**src/mdcr_pkg.sv**
```systemverilog
`default_nettype none

package mdcr_pkg;

   // default duty resolution
   localparam int DUTY_BITS_DEF = 13;

   // ramp time and elapsed counter width, also the q0.x fraction of t
   localparam int TIME_BITS = 16;

   // update interval register
   localparam int INTERVAL_BITS = 8;
   localparam logic [INTERVAL_BITS-1:0] INTERVAL_RESET = INTERVAL_BITS'(10);

   // item opcodes
   localparam logic OP_CMD  = 1'b0;
   localparam logic OP_TICK = 1'b1;

endpackage

`default_nettype wire

```
**src/mdcr_req_if.sv**
```systemverilog
`default_nettype none

interface mdcr_req_if #(
   parameter int DUTY_BITS = mdcr_pkg::DUTY_BITS_DEF
) ();
   logic                           valid;
   logic                           ready;
   logic                           op;
   logic                           enable;
   logic [DUTY_BITS-1:0]           start_duty;
   logic [DUTY_BITS-1:0]           end_duty;
   logic [mdcr_pkg::TIME_BITS-1:0] ramp_ticks;

   modport source (
      output valid, op, enable, start_duty, end_duty, ramp_ticks,
      input  ready
   );

   modport sink (
      input  valid, op, enable, start_duty, end_duty, ramp_ticks,
      output ready
   );
endinterface

`default_nettype wire

```
**src/mdcr_rsp_if.sv**
```systemverilog
`default_nettype none

interface mdcr_rsp_if #(
   parameter int DUTY_BITS = mdcr_pkg::DUTY_BITS_DEF
) ();
   logic                 valid;
   logic                 ready;
   logic [DUTY_BITS-1:0] duty;
   logic                 motor_enabled;
   logic                 ramping;

   modport source (
      output valid, duty, motor_enabled, ramping,
      input  ready
   );

   modport sink (
      input  valid, duty, motor_enabled, ramping,
      output ready
   );
endinterface

`default_nettype wire

```
**src/motor_duty_cubic_ramp_core.sv**
```systemverilog
`default_nettype none
// commands and most ticks: result registered, valid the cycle after accept
// a tick that recomputes the duty runs a bit-serial
//   restoring divide and three bit-serial shift-add multiplies, 16 steps each
// throughput: one item per cycle without recompute or result back-pressure
// reset: synchronous active high, clears ramp state and duty, interval = 10

module motor_duty_cubic_ramp_core #(
   parameter int DUTY_BITS = mdcr_pkg::DUTY_BITS_DEF
) (
   input  wire                                 clock,
   input  wire                                 reset,
   mdcr_req_if.sink                            req_bus,
   mdcr_rsp_if.source                          rsp_bus,
   input  wire                                 csr_we,
   input  wire [mdcr_pkg::INTERVAL_BITS-1:0]   csr_wdata
);

   localparam int TB = mdcr_pkg::TIME_BITS;
   localparam int IB = mdcr_pkg::INTERVAL_BITS;
   // multiplicand width: wide enough for t and for the duty span
   localparam int MW = (DUTY_BITS > TB) ? DUTY_BITS : TB;
   localparam int AW = MW + TB;
   localparam int CNT_BITS = $clog2(TB);
   localparam logic [CNT_BITS-1:0] CNT_LAST = CNT_BITS'(TB - 1);
   localparam logic [TB-1:0] ELAPSED_MAX = {TB{1'b1}};

   typedef enum logic [4:0] {
      S_IDLE = 5'b00001,
      S_DIV  = 5'b00010,
      S_MUL1 = 5'b00100,
      S_MUL2 = 5'b01000,
      S_MUL3 = 5'b10000
   } state_type;

   state_type state_ff, state_in;

   // ramp state
   logic [TB-1:0]        elapsed_ff, elapsed_in;
   logic [IB-1:0]        intv_cnt_ff, intv_cnt_in;
   logic                 active_ff, active_in;
   logic                 enabled_ff, enabled_in;
   logic [DUTY_BITS-1:0] start_ff, start_in;
   logic [DUTY_BITS-1:0] target_ff, target_in;
   logic [TB-1:0]        rtime_ff, rtime_in;
   logic [DUTY_BITS-1:0] duty_ff, duty_in;
   logic [IB-1:0]        cfg_intv_ff, cfg_intv_in;

   // serial arithmetic
   logic [CNT_BITS-1:0]  cnt_ff, cnt_in;
   logic [TB-1:0]        rem_ff, rem_in;
   logic [TB-1:0]        q_ff, q_in;
   logic [MW-1:0]        a_ff, a_in;
   logic [TB-1:0]        b_ff, b_in;
   logic [AW-1:0]        acc_ff, acc_in;

   // output register
   logic                 rsp_valid_ff, rsp_valid_in;
   logic [DUTY_BITS-1:0] rsp_duty_ff, rsp_duty_in;
   logic                 rsp_en_ff, rsp_en_in;
   logic                 rsp_ramp_ff, rsp_ramp_in;

   logic                 accept;
   logic                 last;
   logic [TB:0]          rem_sh;
   logic                 div_ge;
   logic [MW:0]          mul_sum;
   logic [AW-1:0]        acc_step;
   logic [TB-1:0]        tick_elapsed;
   logic [IB-1:0]        tick_intv;
   logic [IB-1:0]        intv_lim;
   logic                 ramp_up;
   logic [DUTY_BITS-1:0] span;
   logic [MW:0]          step_wide;
   logic [DUTY_BITS-1:0] step;

   // new item only when idle and the result slot is free or draining
   assign req_bus.ready = (state_ff == S_IDLE) && (!rsp_valid_ff || rsp_bus.ready);
   assign accept        = req_bus.valid && req_bus.ready;
   assign last          = (cnt_ff == CNT_LAST);

   // one restoring divide step: remainder stays below the ramp time
   assign rem_sh = {rem_ff, 1'b0};
   assign div_ge = (rem_sh >= {1'b0, rtime_ff});

   // one shift-add multiply step, multiplier bits lsb first
   assign mul_sum  = {1'b0, acc_ff[AW-1:TB]} + (b_ff[0] ? {1'b0, a_ff} : '0);
   assign acc_step = {mul_sum, acc_ff[TB-1:1]};

   // tick bookkeeping, saturating elapsed count, zero interval acts as one
   assign tick_elapsed = (elapsed_ff != ELAPSED_MAX) ? elapsed_ff + 1'b1 : elapsed_ff;
   assign tick_intv    = intv_cnt_ff + 1'b1;
   assign intv_lim     = (cfg_intv_ff == '0) ? IB'(1) : cfg_intv_ff;

   // signed span as direction plus magnitude
   assign ramp_up   = (target_ff >= start_ff);
   assign span      = ramp_up ? target_ff - start_ff : start_ff - target_ff;
   // round half away from zero on the magnitude
   assign step_wide = {1'b0, acc_step[AW-1:TB]} + {{MW{1'b0}}, acc_step[TB-1]};
   assign step      = step_wide[DUTY_BITS-1:0];

   always_comb begin
      state_in     = state_ff;
      elapsed_in   = elapsed_ff;
      intv_cnt_in  = intv_cnt_ff;
      active_in    = active_ff;
      enabled_in   = enabled_ff;
      start_in     = start_ff;
      target_in    = target_ff;
      rtime_in     = rtime_ff;
      duty_in      = duty_ff;
      cfg_intv_in  = csr_we ? csr_wdata : cfg_intv_ff;
      cnt_in       = cnt_ff;
      rem_in       = rem_ff;
      q_in         = q_ff;
      a_in         = a_ff;
      b_in         = b_ff;
      acc_in       = acc_ff;
      rsp_valid_in = rsp_valid_ff && !rsp_bus.ready;
      rsp_duty_in  = rsp_duty_ff;
      rsp_en_in    = rsp_en_ff;
      rsp_ramp_in  = rsp_ramp_ff;

      unique case (state_ff)
         S_IDLE: begin
            if (accept) begin
               // result goes out now unless a recompute is started below
               rsp_valid_in = 1'b1;
               if (req_bus.op == mdcr_pkg::OP_CMD) begin
                  enabled_in = req_bus.enable;
                  if (req_bus.enable) begin
                     start_in    = req_bus.start_duty;
                     target_in   = req_bus.end_duty;
                     rtime_in    = req_bus.ramp_ticks;
                     elapsed_in  = '0;
                     intv_cnt_in = '0;
                     if (req_bus.ramp_ticks == '0) begin
                        duty_in   = req_bus.end_duty;
                        active_in = 1'b0;
                     end else begin
                        duty_in   = req_bus.start_duty;
                        active_in = 1'b1;
                     end
                  end else begin
                     // standby keeps the duty
                     active_in = 1'b0;
                  end
               end else if (active_ff) begin
                  elapsed_in  = tick_elapsed;
                  intv_cnt_in = tick_intv;
                  // end of ramp wins over recompute
                  if ((rtime_ff == '0) || (tick_elapsed >= rtime_ff)) begin
                     duty_in   = target_ff;
                     active_in = 1'b0;
                  end else if (tick_intv >= intv_lim) begin
                     intv_cnt_in  = '0;
                     rsp_valid_in = 1'b0;
                     rem_in       = tick_elapsed;
                     q_in         = '0;
                     cnt_in       = '0;
                     state_in     = S_DIV;
                  end
               end
               rsp_duty_in = duty_in;
               rsp_en_in   = enabled_in;
               rsp_ramp_in = active_in;
            end
         end

         S_DIV: begin
            // t = floor(elapsed * 2^16 / ramp time), one quotient bit a cycle
            rem_in = div_ge ? TB'(rem_sh - {1'b0, rtime_ff}) : rem_sh[TB-1:0];
            q_in   = {q_ff[TB-2:0], div_ge};
            cnt_in = cnt_ff + 1'b1;
            if (last) begin
               a_in     = MW'({q_ff[TB-2:0], div_ge});
               b_in     = {q_ff[TB-2:0], div_ge};
               acc_in   = '0;
               state_in = S_MUL1;
            end
         end

         S_MUL1: begin
            // t * t, keep the upper half as t2
            acc_in = acc_step;
            b_in   = b_ff >> 1;
            cnt_in = cnt_ff + 1'b1;
            if (last) begin
               a_in     = MW'(q_ff);
               b_in     = acc_step[2*TB-1:TB];
               acc_in   = '0;
               state_in = S_MUL2;
            end
         end

         S_MUL2: begin
            // t2 * t, upper half is the eased fraction e
            acc_in = acc_step;
            b_in   = b_ff >> 1;
            cnt_in = cnt_ff + 1'b1;
            if (last) begin
               a_in     = MW'(span);
               b_in     = acc_step[2*TB-1:TB];
               acc_in   = '0;
               state_in = S_MUL3;
            end
         end

         S_MUL3: begin
            // |span| * e, then rounded step applied toward the target
            acc_in = acc_step;
            b_in   = b_ff >> 1;
            cnt_in = cnt_ff + 1'b1;
            if (last) begin
               duty_in      = ramp_up ? start_ff + step : start_ff - step;
               rsp_valid_in = 1'b1;
               rsp_duty_in  = duty_in;
               rsp_en_in    = enabled_ff;
               rsp_ramp_in  = active_ff;
               state_in     = S_IDLE;
            end
         end

         default: begin
            state_in = S_IDLE;
         end
      endcase
   end

   always_ff @(posedge clock) begin
      if (reset) begin
         state_ff     <= S_IDLE;
         elapsed_ff   <= '0;
         intv_cnt_ff  <= '0;
         active_ff    <= 1'b0;
         enabled_ff   <= 1'b0;
         start_ff     <= '0;
         target_ff    <= '0;
         rtime_ff     <= '0;
         duty_ff      <= '0;
         cfg_intv_ff  <= mdcr_pkg::INTERVAL_RESET;
         cnt_ff       <= '0;
         rsp_valid_ff <= 1'b0;
      end else begin
         state_ff     <= state_in;
         elapsed_ff   <= elapsed_in;
         intv_cnt_ff  <= intv_cnt_in;
         active_ff    <= active_in;
         enabled_ff   <= enabled_in;
         start_ff     <= start_in;
         target_ff    <= target_in;
         rtime_ff     <= rtime_in;
         duty_ff      <= duty_in;
         cfg_intv_ff  <= cfg_intv_in;
         cnt_ff       <= cnt_in;
         rsp_valid_ff <= rsp_valid_in;
      end
   end

   // datapath, no reset needed
   always_ff @(posedge clock) begin
      rem_ff      <= rem_in;
      q_ff        <= q_in;
      a_ff        <= a_in;
      b_ff        <= b_in;
      acc_ff      <= acc_in;
      rsp_duty_ff <= rsp_duty_in;
      rsp_en_ff   <= rsp_en_in;
      rsp_ramp_ff <= rsp_ramp_in;
   end

   assign rsp_bus.valid         = rsp_valid_ff;
   assign rsp_bus.duty          = rsp_duty_ff;
   assign rsp_bus.motor_enabled = rsp_en_ff;
   assign rsp_bus.ramping       = rsp_ramp_ff;

   // no new item while the serial math runs
   a_busy_blocks: assert property (@(posedge clock) disable iff (reset)
      (state_ff != S_IDLE) |-> !req_bus.ready)
      else $error("item accepted during duty recompute");

   // a recompute only runs inside an active ramp
   a_busy_active: assert property (@(posedge clock) disable iff (reset)
      (state_ff != S_IDLE) |-> (active_ff && enabled_ff))
      else $error("recompute running outside a ramp");

   // finishing the last multiply presents a result
   a_done_result: assert property (@(posedge clock) disable iff (reset)
      ((state_ff == S_MUL3) && last) |=> (rsp_valid_ff && (state_ff == S_IDLE)))
      else $error("recompute finished without a result");

   // a recompute starts with the result slot empty
   a_start_empty: assert property (@(posedge clock) disable iff (reset)
      ((state_ff == S_IDLE) && (state_in == S_DIV)) |=> !rsp_valid_ff)
      else $error("result pending while recompute starts");

endmodule

`default_nettype wire
```
**src/flat_wrapper.sv**
```systemverilog
// flat-port wrapper written by rule: the top's interface ports become plain ports
module motor_duty_cubic_ramp_core_flat 
#(
   parameter int DUTY_BITS = mdcr_pkg::DUTY_BITS_DEF
)
  (clock, reset, csr_we, csr_wdata, req_bus_valid, req_bus_op, req_bus_enable, req_bus_start_duty, req_bus_end_duty, req_bus_ramp_ticks, req_bus_ready, rsp_bus_valid, rsp_bus_duty, rsp_bus_motor_enabled, rsp_bus_ramping, rsp_bus_ready);
  mdcr_req_if #(.DUTY_BITS(DUTY_BITS)) req_bus_i ();
  mdcr_rsp_if #(.DUTY_BITS(DUTY_BITS)) rsp_bus_i ();
  input  wire clock;
  input  wire reset;
  input  wire csr_we;
  input  wire [mdcr_pkg::INTERVAL_BITS-1:0] csr_wdata;
  input wire logic [$bits(req_bus_i.valid)-1:0] req_bus_valid;
  input wire logic [$bits(req_bus_i.op)-1:0] req_bus_op;
  input wire logic [$bits(req_bus_i.enable)-1:0] req_bus_enable;
  input wire logic [$bits(req_bus_i.start_duty)-1:0] req_bus_start_duty;
  input wire logic [$bits(req_bus_i.end_duty)-1:0] req_bus_end_duty;
  input wire logic [$bits(req_bus_i.ramp_ticks)-1:0] req_bus_ramp_ticks;
  output wire logic [$bits(req_bus_i.ready)-1:0] req_bus_ready;
  output wire logic [$bits(rsp_bus_i.valid)-1:0] rsp_bus_valid;
  output wire logic [$bits(rsp_bus_i.duty)-1:0] rsp_bus_duty;
  output wire logic [$bits(rsp_bus_i.motor_enabled)-1:0] rsp_bus_motor_enabled;
  output wire logic [$bits(rsp_bus_i.ramping)-1:0] rsp_bus_ramping;
  input wire logic [$bits(rsp_bus_i.ready)-1:0] rsp_bus_ready;
  assign req_bus_i.valid = req_bus_valid;
  assign req_bus_i.op = req_bus_op;
  assign req_bus_i.enable = req_bus_enable;
  assign req_bus_i.start_duty = req_bus_start_duty;
  assign req_bus_i.end_duty = req_bus_end_duty;
  assign req_bus_i.ramp_ticks = req_bus_ramp_ticks;
  assign req_bus_ready = req_bus_i.ready;
  assign rsp_bus_valid = rsp_bus_i.valid;
  assign rsp_bus_duty = rsp_bus_i.duty;
  assign rsp_bus_motor_enabled = rsp_bus_i.motor_enabled;
  assign rsp_bus_ramping = rsp_bus_i.ramping;
  assign rsp_bus_i.ready = rsp_bus_ready;
  motor_duty_cubic_ramp_core #(.DUTY_BITS(DUTY_BITS)) u_core (.clock(clock), .reset(reset), .req_bus(req_bus_i), .rsp_bus(rsp_bus_i), .csr_we(csr_we), .csr_wdata(csr_wdata));
endmodule
```
**config.mk**
```make
export PLATFORM = sky130hd
export DESIGN_NAME = motor_duty_cubic_ramp_core_flat
export DESIGN_NICKNAME = d
export VERILOG_FILES = /design/src/mdcr_pkg.sv /design/src/mdcr_req_if.sv /design/src/mdcr_rsp_if.sv /design/src/motor_duty_cubic_ramp_core.sv /design/src/flat_wrapper.sv
export SDC_FILE = /design/constraint.sdc
export NUM_CORES = 1
export LEC_CHECK = 0
export BUFFER_PORTS_ARGS = -buffer_cell sky130_fd_sc_hd__buf_2
export CAP_MARGIN = 20
export CORE_UTILIZATION = 30
export CTS_CLUSTER_SIZE = 30
export DETAILED_ROUTE_END_ITERATION = 8
export SYNTH_ARGS = -nofsm -noshare
export SYNTH_HDL_FRONTEND = slang
export SYNTH_SLANG_ARGS = --single-unit
```
**constraint.sdc**
```tcl
create_clock -name clock -period 6.2 [get_ports clock]
set_input_delay 1.24 -clock clock [delete_from_list [all_inputs] [get_ports clock]]
set_output_delay 1.24 -clock clock [all_outputs]
set_load 0.01 [all_outputs]
```
After elaboration in Yosys (flattened, before gate mapping)
Cells that the tools add are included.
Operators by class
  multiplexer cells: 78
  $mul: 0
  order comparisons: 4
  bitwise operators: 1
  shift-type cells: 0
  div/mod/pow operators: 0
  add/sub/neg operators: 10
  reduce and logical (&&, ||, !) cells: 27
  eq/ne operators: 17
Operators with widths (count)
  $mux 16: 20
  $mux 13: 9
  $pmux 16 s3: 2
  $pmux 32 s3: 1
  $mux 32: 2
  $pmux 16 s2: 2
  $mux 8: 6
  $mux 5: 9
  $sub 13x13->13: 3
  $logic_not 16->1: 2
  $pmux 13 s2: 1
  $pmux 5 s5: 1
  $mux 4: 5
  $add 16x16->17: 1
  $ge 17x16->1: 1
  $add 16x1->16 const B: 1
  $ge 16x16->1: 1
  $mux 1: 16
  $ne 16x16->1 const B: 1
  $sub 16x16->16: 1
  $ne 2x1->1 const B: 7
  $add 13x1->13: 1
  $add 13x13->13: 1
  $ge 13x13->1: 1
  26 further kinds: 42
Word-level totals
  bits in registers: 210
  memories kept: 0
  RAM bits: 0
  output and inout port bits: 17
  bits in read-only memories: 0
  latch bits: 0
  input port bits: 57

Depth between registers and ports, before layout
  depth after elaboration: 9
  mapped depth: 25

Worst setup path before layout
No wires, ideal clock.
  kind: reg2reg
  start point: register u_core.elapsed_ff[3]
  end point: register u_core.q_ff[0] (enable)
  buffers on the path: 1
  stages on the path, launching flop included: 22
  setup time: 0.432 ns
  required time: 5.768 ns
  setup slack: 0.561 ns
  arrival time: 5.207 ns
  cell sequence: dfxtp_1 -> clkbuf_1 -> nand4_1 -> nor3_1 -> nand2_1 -> nor2_1 -> nand3_1 -> nand4_1 -> nor2_1 -> nand3_1 -> xnor2_1 -> ha_1 -> a21o_1 -> a21o_1 -> nand4b_1 -> a31oi_1 -> o2111ai_1 -> and2_1 -> inv_1 -> and2_1 -> nand3_1 -> a21oi_1
Between the ends
  longest elaborated chain between the ends: 6
  elaborated cells on any way between the ends: 7
Ends and longest elaborated chain
  from (decl): RTL line motor_duty_cubic_ramp_core.sv:39  | logic [TB-1:0] elapsed_ff, elapsed_in;
  from (signal assigned): RTL line motor_duty_cubic_ramp_core.sv:246  | elapsed_ff <= elapsed_in;
  $add 16x1->16 or $ne 16x16->1 (tied branches): RTL line motor_duty_cubic_ramp_core.sv:91  | assign tick_elapsed = (elapsed_ff != ELAPSED_MAX) ? elapsed_ff + 1'b1 : elapsed_ff;
  $mux 16 (*): RTL line motor_duty_cubic_ramp_core.sv:91
  $ge 16x16->1 (*): RTL line motor_duty_cubic_ramp_core.sv:152  | if ((rtime_ff == '0) || (tick_elapsed >= rtime_ff)) begin
  $logic_or 1x1->1 (*): RTL line motor_duty_cubic_ramp_core.sv:152
  $ne 2x2->1 (no source line) (*)
  $reduce_and 6->1 (no source line) (*)
  to (signal assigned): RTL line motor_duty_cubic_ramp_core.sv:263  | q_ff <= q_in;
  to (decl): RTL line motor_duty_cubic_ramp_core.sv:52  | logic [TB-1:0] q_ff, q_in;
Every way passes the cells marked *; elsewhere a longest branch is shown, timed or not.
A chain may end at the register's enable or synchronous reset.

Worst setup path in the final report
  start point: register u_core.b_ff[0]
  end point: register u_core.rsp_duty_ff[12] (netlist: u_core.rsp_bus.duty[12]), data pin
Between the ends
  longest elaborated chain between the ends: 7
  elaborated cells on any way between the ends: 8
Ends and longest elaborated chain
  from (decl): RTL line motor_duty_cubic_ramp_core.sv:54  | logic [TB-1:0] b_ff, b_in;
  from (signal assigned): RTL line motor_duty_cubic_ramp_core.sv:265  | b_ff <= b_in;
  $mux 16 (*): RTL line motor_duty_cubic_ramp_core.sv:87  | assign mul_sum = {1'b0, acc_ff[AW-1:TB]} + (b_ff[0] ? {1'b0, a_ff} : '0);
  $add 16x16->17 (*): RTL line motor_duty_cubic_ramp_core.sv:87
  $add 13x1->13 (*): RTL line motor_duty_cubic_ramp_core.sv:99  | assign step_wide = {1'b0, acc_step[AW-1:TB]} + {{MW{1'b0}}, acc_step[TB-1]};
  $sub 13x13->13 or $add 13x13->13 (tied branches): RTL line motor_duty_cubic_ramp_core.sv:215  | duty_in = ramp_up ? start_ff + step : start_ff - step;
  $mux 13 (*): RTL line motor_duty_cubic_ramp_core.sv:215
  $mux 13 (*)
  $pmux 13 s2 (*)
  named net u_core.duty_in[12]: RTL line motor_duty_cubic_ramp_core.sv:46  | logic [DUTY_BITS-1:0] duty_ff, duty_in;
  to (signal assigned): RTL line motor_duty_cubic_ramp_core.sv:267  | rsp_duty_ff <= rsp_duty_in;
  to (decl): RTL line motor_duty_cubic_ramp_core.sv:59  | logic [DUTY_BITS-1:0] rsp_duty_ff, rsp_duty_in;
Mark *: on every way through the listed nets, which the timed path passes. The rest lies on a longest branch. The select of a mux whose other input is x is not followed.

==> results.py <==
metrics = {
    "die": {
        "core_region_area_um2": 43000,
        "dieArea_um2": 44300,
        "start_util_pct": 30.3,
        "row_count": 76,
        "io_pins": 74,
        "die_w_um": 210,
        "die_h_um": 210,
    },
    "sta": {
        "maxSlewViolCount": 0,
        "fin_ws_ps": 671,
        "tightest_slew_ps": 1090,
        "setup_viol": 0,
        "period_needed_ps": 5530,
        "slew_headroom_pct": 27.1,
        "clock_skew_ps": 10.6,
        "fin_crit_sh_pct": 89.2,
        "clock.fmax_mhz": 181,
        "fin_setup_tns_ps": 0,
        "final_hold_viol_count": 0,
        "rsz0062_at_grt": "false",
    },
    "cts": {
        "worstSkewPairLatency_ps": 460,
        "post_cts_buffers": 0,
        "cts.sinks": 194,
        "cts_tree": "yes",
        "cts_buffer_depth": 2,
        "clkSlewWorstSetupHoldPaths_ps": 80,
        "clockRootBuffer": "clkbuf_16",
        "cts_resized": 0,
        "ctsHoldBuffers": 0,
        "cts_buffers": 17,
        "htreeDepth": 4,
    },
    "global_route": {
        "grt_use_total_pct": 15.3,
        "grt_max_degree": 61,
        "antenna_found_initial": 2,
        "grt_pass1_vias": 10576,
        "grt_first_pass_wirelength_um": 54900,
        "overflow": 0,
    },
    "finish": {
        "final_cells": 2146,
        "drive_gt1_share_pct": 10.7,
        "final_common_cell": "nand2_1",
        "fillerInstances": 4532,
        "layout_common_cells": "nand2_1 (182), nor2_1 (137), a21oi_1 (111)",
        "nets": 1708,
        "multi_input_area_um2": 7660,
        "syn2layout_area_growth_pct": 12.9,
        "utilization_pct": 34.3,
        "area.sequential_um2": 4830,
    },
    "worst_setup_path": {
        "cp-start-kind": "flop",
        "timing.reg2reg.setup_slack_ps": 670,
        "end_kind": "flop",
        "crit_path_max_fanout": 14,
        "startpoint": "u_core.b_ff[0]",
        "r2r-start": "u_core.b_ff[0]",
        "criticalPathCategory": "flop to flop",
        "timing.rr.end": "u_core.rsp_bus.duty[12]",
        "reg2reg_depth": 20,
        "endpoint": "u_core.rsp_bus.duty[12]",
        "crit_required_ps": 6420,
        "cp.arrival_ps": 5750,
    },
    "place": {
        "post-place-ws_ps": 694,
        "gp_congestion": 0.877,
        "dp.cells": 2112,
        "io_buffers": 73,
        "dpl.hpwl_um": 25200,
    },
    "route": {
        "ant_nets": 0,
        "vias": 11028,
        "remaining_drc_errors": 0,
        "vias_per_cell": 5.14,
        "drt-initial-drc-count": 910,
        "dr.pass1.iters": 5,
        "drt-total-wl_um": 33700,
        "wl_per_cell_um": 15.7,
    },
    "yosys": {
        "synth_flop_cell": "dfxtp_1",
        "avgSynthCellArea_um2": 8.74,
        "ys_seq_elements": 194,
        "synth_sequential_area_ratio_pct": 37.1,
        "syn_inst": 1492,
        "synth_nets": 1654,
        "synth_edf_count": 95,
        "synth_warnings": 0,
        "synth_cell_types": 85,
        "ys_async_sr_fraction_pct": 0,
        "synthesis.area_um2": 13000,
    },
    "job": {
        "maxCapViolations": 0,
    },
    "run_status": {
        "outcome": "finished clean",
    },
    "power_and_ir_drop": {
        "powerDensity_nw_per_um2": 205,
        "power.leakage_nw": 5.79,
        "vdd_drop_max_uv": 216,
        "p_total_mw": 3.02,
    },
    "worst_hold_path": {
        "worst_hold_path_type": "flop to flop",
    },
}
-- how the worst min path moves through the flow --
stage                         from                  end  slack, ps  depth (start not counted)
6_report       u_core.start_ff[12]  u_core.start_ff[12]        480                          2
5_1_grt          u_core.duty_ff[2]    u_core.duty_ff[2]        500                          2
4_1_cts        u_core.start_ff[12]  u_core.start_ff[12]        470                          2
3_5_place_dp   u_core.start_ff[12]  u_core.start_ff[12]        460                          2
3_3_place_gp   u_core.start_ff[12]  u_core.start_ff[12]        460                          2
2_1_floorplan    u_core.duty_ff[2]    u_core.duty_ff[2]        430                          2
-- cell families (layout without fill, tap and decap cells) --
family,Yosys count,in the layout,share of synthesized area (%)
other,0,2,0
XOR/XNOR,76,76,5.27
AND/OR/NAND/NOR,536,536,19.6
multiplexers,49,49,3.85
AO/OA/AOI/OAI,378,378,19.4
buffers and inverters,154,221,4.45
flip-flops,194,194,37.1
adder cells (fa/ha/maj),105,105,10.4
-- stage by stage --
| stage | hold WS (ps) | cell area, um2 |
|---|---|---|
| 2_1_floorplan | 432 | 13000 |
| 3_3_place_gp | 462 | 14100 |
| 3_5_place_dp | 461 | 14100 |
| 4_1_cts | 473 | 14700 |
| 5_1_grt | 502 | 14700 |
| 6_report | 478 | 14700 |
-- final cells by class --
class	instances	area share, %
clock inverter	15	1.11
tap	585	4.97
sequential	194	32.8
inverter	91	2.32
timing repair buffer	98	3.80
antenna	2	0.0340
clock buffer	17	2.89
multi-input combinational	1144	52.0
-- critical path, cell delays in order (launching register included) --
cell      delay, ps
edfxtp_1        410
buf_4           190
and2_1          140
ha_1            330
or2_1           270
and3_4          220
o32ai_1         330
xor2_1          610
and3_1          250
o21ai_0          70
a211oi_1        420
a21oi_1         140
xor2_1          300
ha_1            310
or2_2           300
a21oi_1         140
a31oi_1          70
xnor3_1         380
xnor2_1         140
nand2_1          80
and2_1          170
-- state kept, by name, summed over array words and instances, names as in the netlist --
register and cells:
u_core.a_ff 16, u_core.acc_ff 16, u_core.b_ff 16, u_core.elapsed_ff 16, u_core.q_ff 16, u_core.rem_ff 16, u_core.rtime_ff 16, u_core.duty_ff 13
u_core.rsp_bus.duty 13, u_core.start_ff 13, u_core.target_ff 13, u_core.cfg_intv_ff 8, u_core.intv_cnt_ff 8, u_core.state_ff 5, u_core.cnt_ff 4, u_core.active_ff 1
u_core.enabled_ff 1, u_core.rsp_bus.motor_enabled 1, u_core.rsp_bus.ramping 1, u_core.rsp_bus.valid 1
-- cells in the mapped netlist (all sizes together) (10+ instances only) --
library cell    n  area share [%]
and2           40             1.9
a21o           41             2.4
nor4           12            0.69
a22oi          36             2.1
nand3          30             1.2
ha            100             9.6
and3           22             1.1
mux2i          40             3.1
nand4          12            0.58
o21ai          69             2.6
xor2           28             1.9
o21a           10            0.58
inv            91             2.6
a21oi         115             4.5
nor3           35             1.4
dfxtp          99              15
clkbuf         59             1.7
xnor2          47             3.2
nand2b         18            0.86
nand2         182             5.2
o221ai         15             1.0
edfxtp         95              22
nor2          138             4.0
a211oi         11            0.63
a31oi          11            0.53
-- routing by layer --
| metal | GRT usage, % | routed length (um) |
|---|---|---|
| met5 | 0 | 0 |
| met4 | 5.77 | 634 |
| met3 | 2.03 | 1330 |
| met2 | 24.4 | 15300 |
| met1 | 21.1 | 16500 |
-- power by group --
group / switching [mW] / internal [mW]
clock network: 0.551 / 0.575
registers: 0.0186 / 1.37
logic: 0.295 / 0.211
total: 0.865 / 2.15
Power figures use the tool's default switching activity.
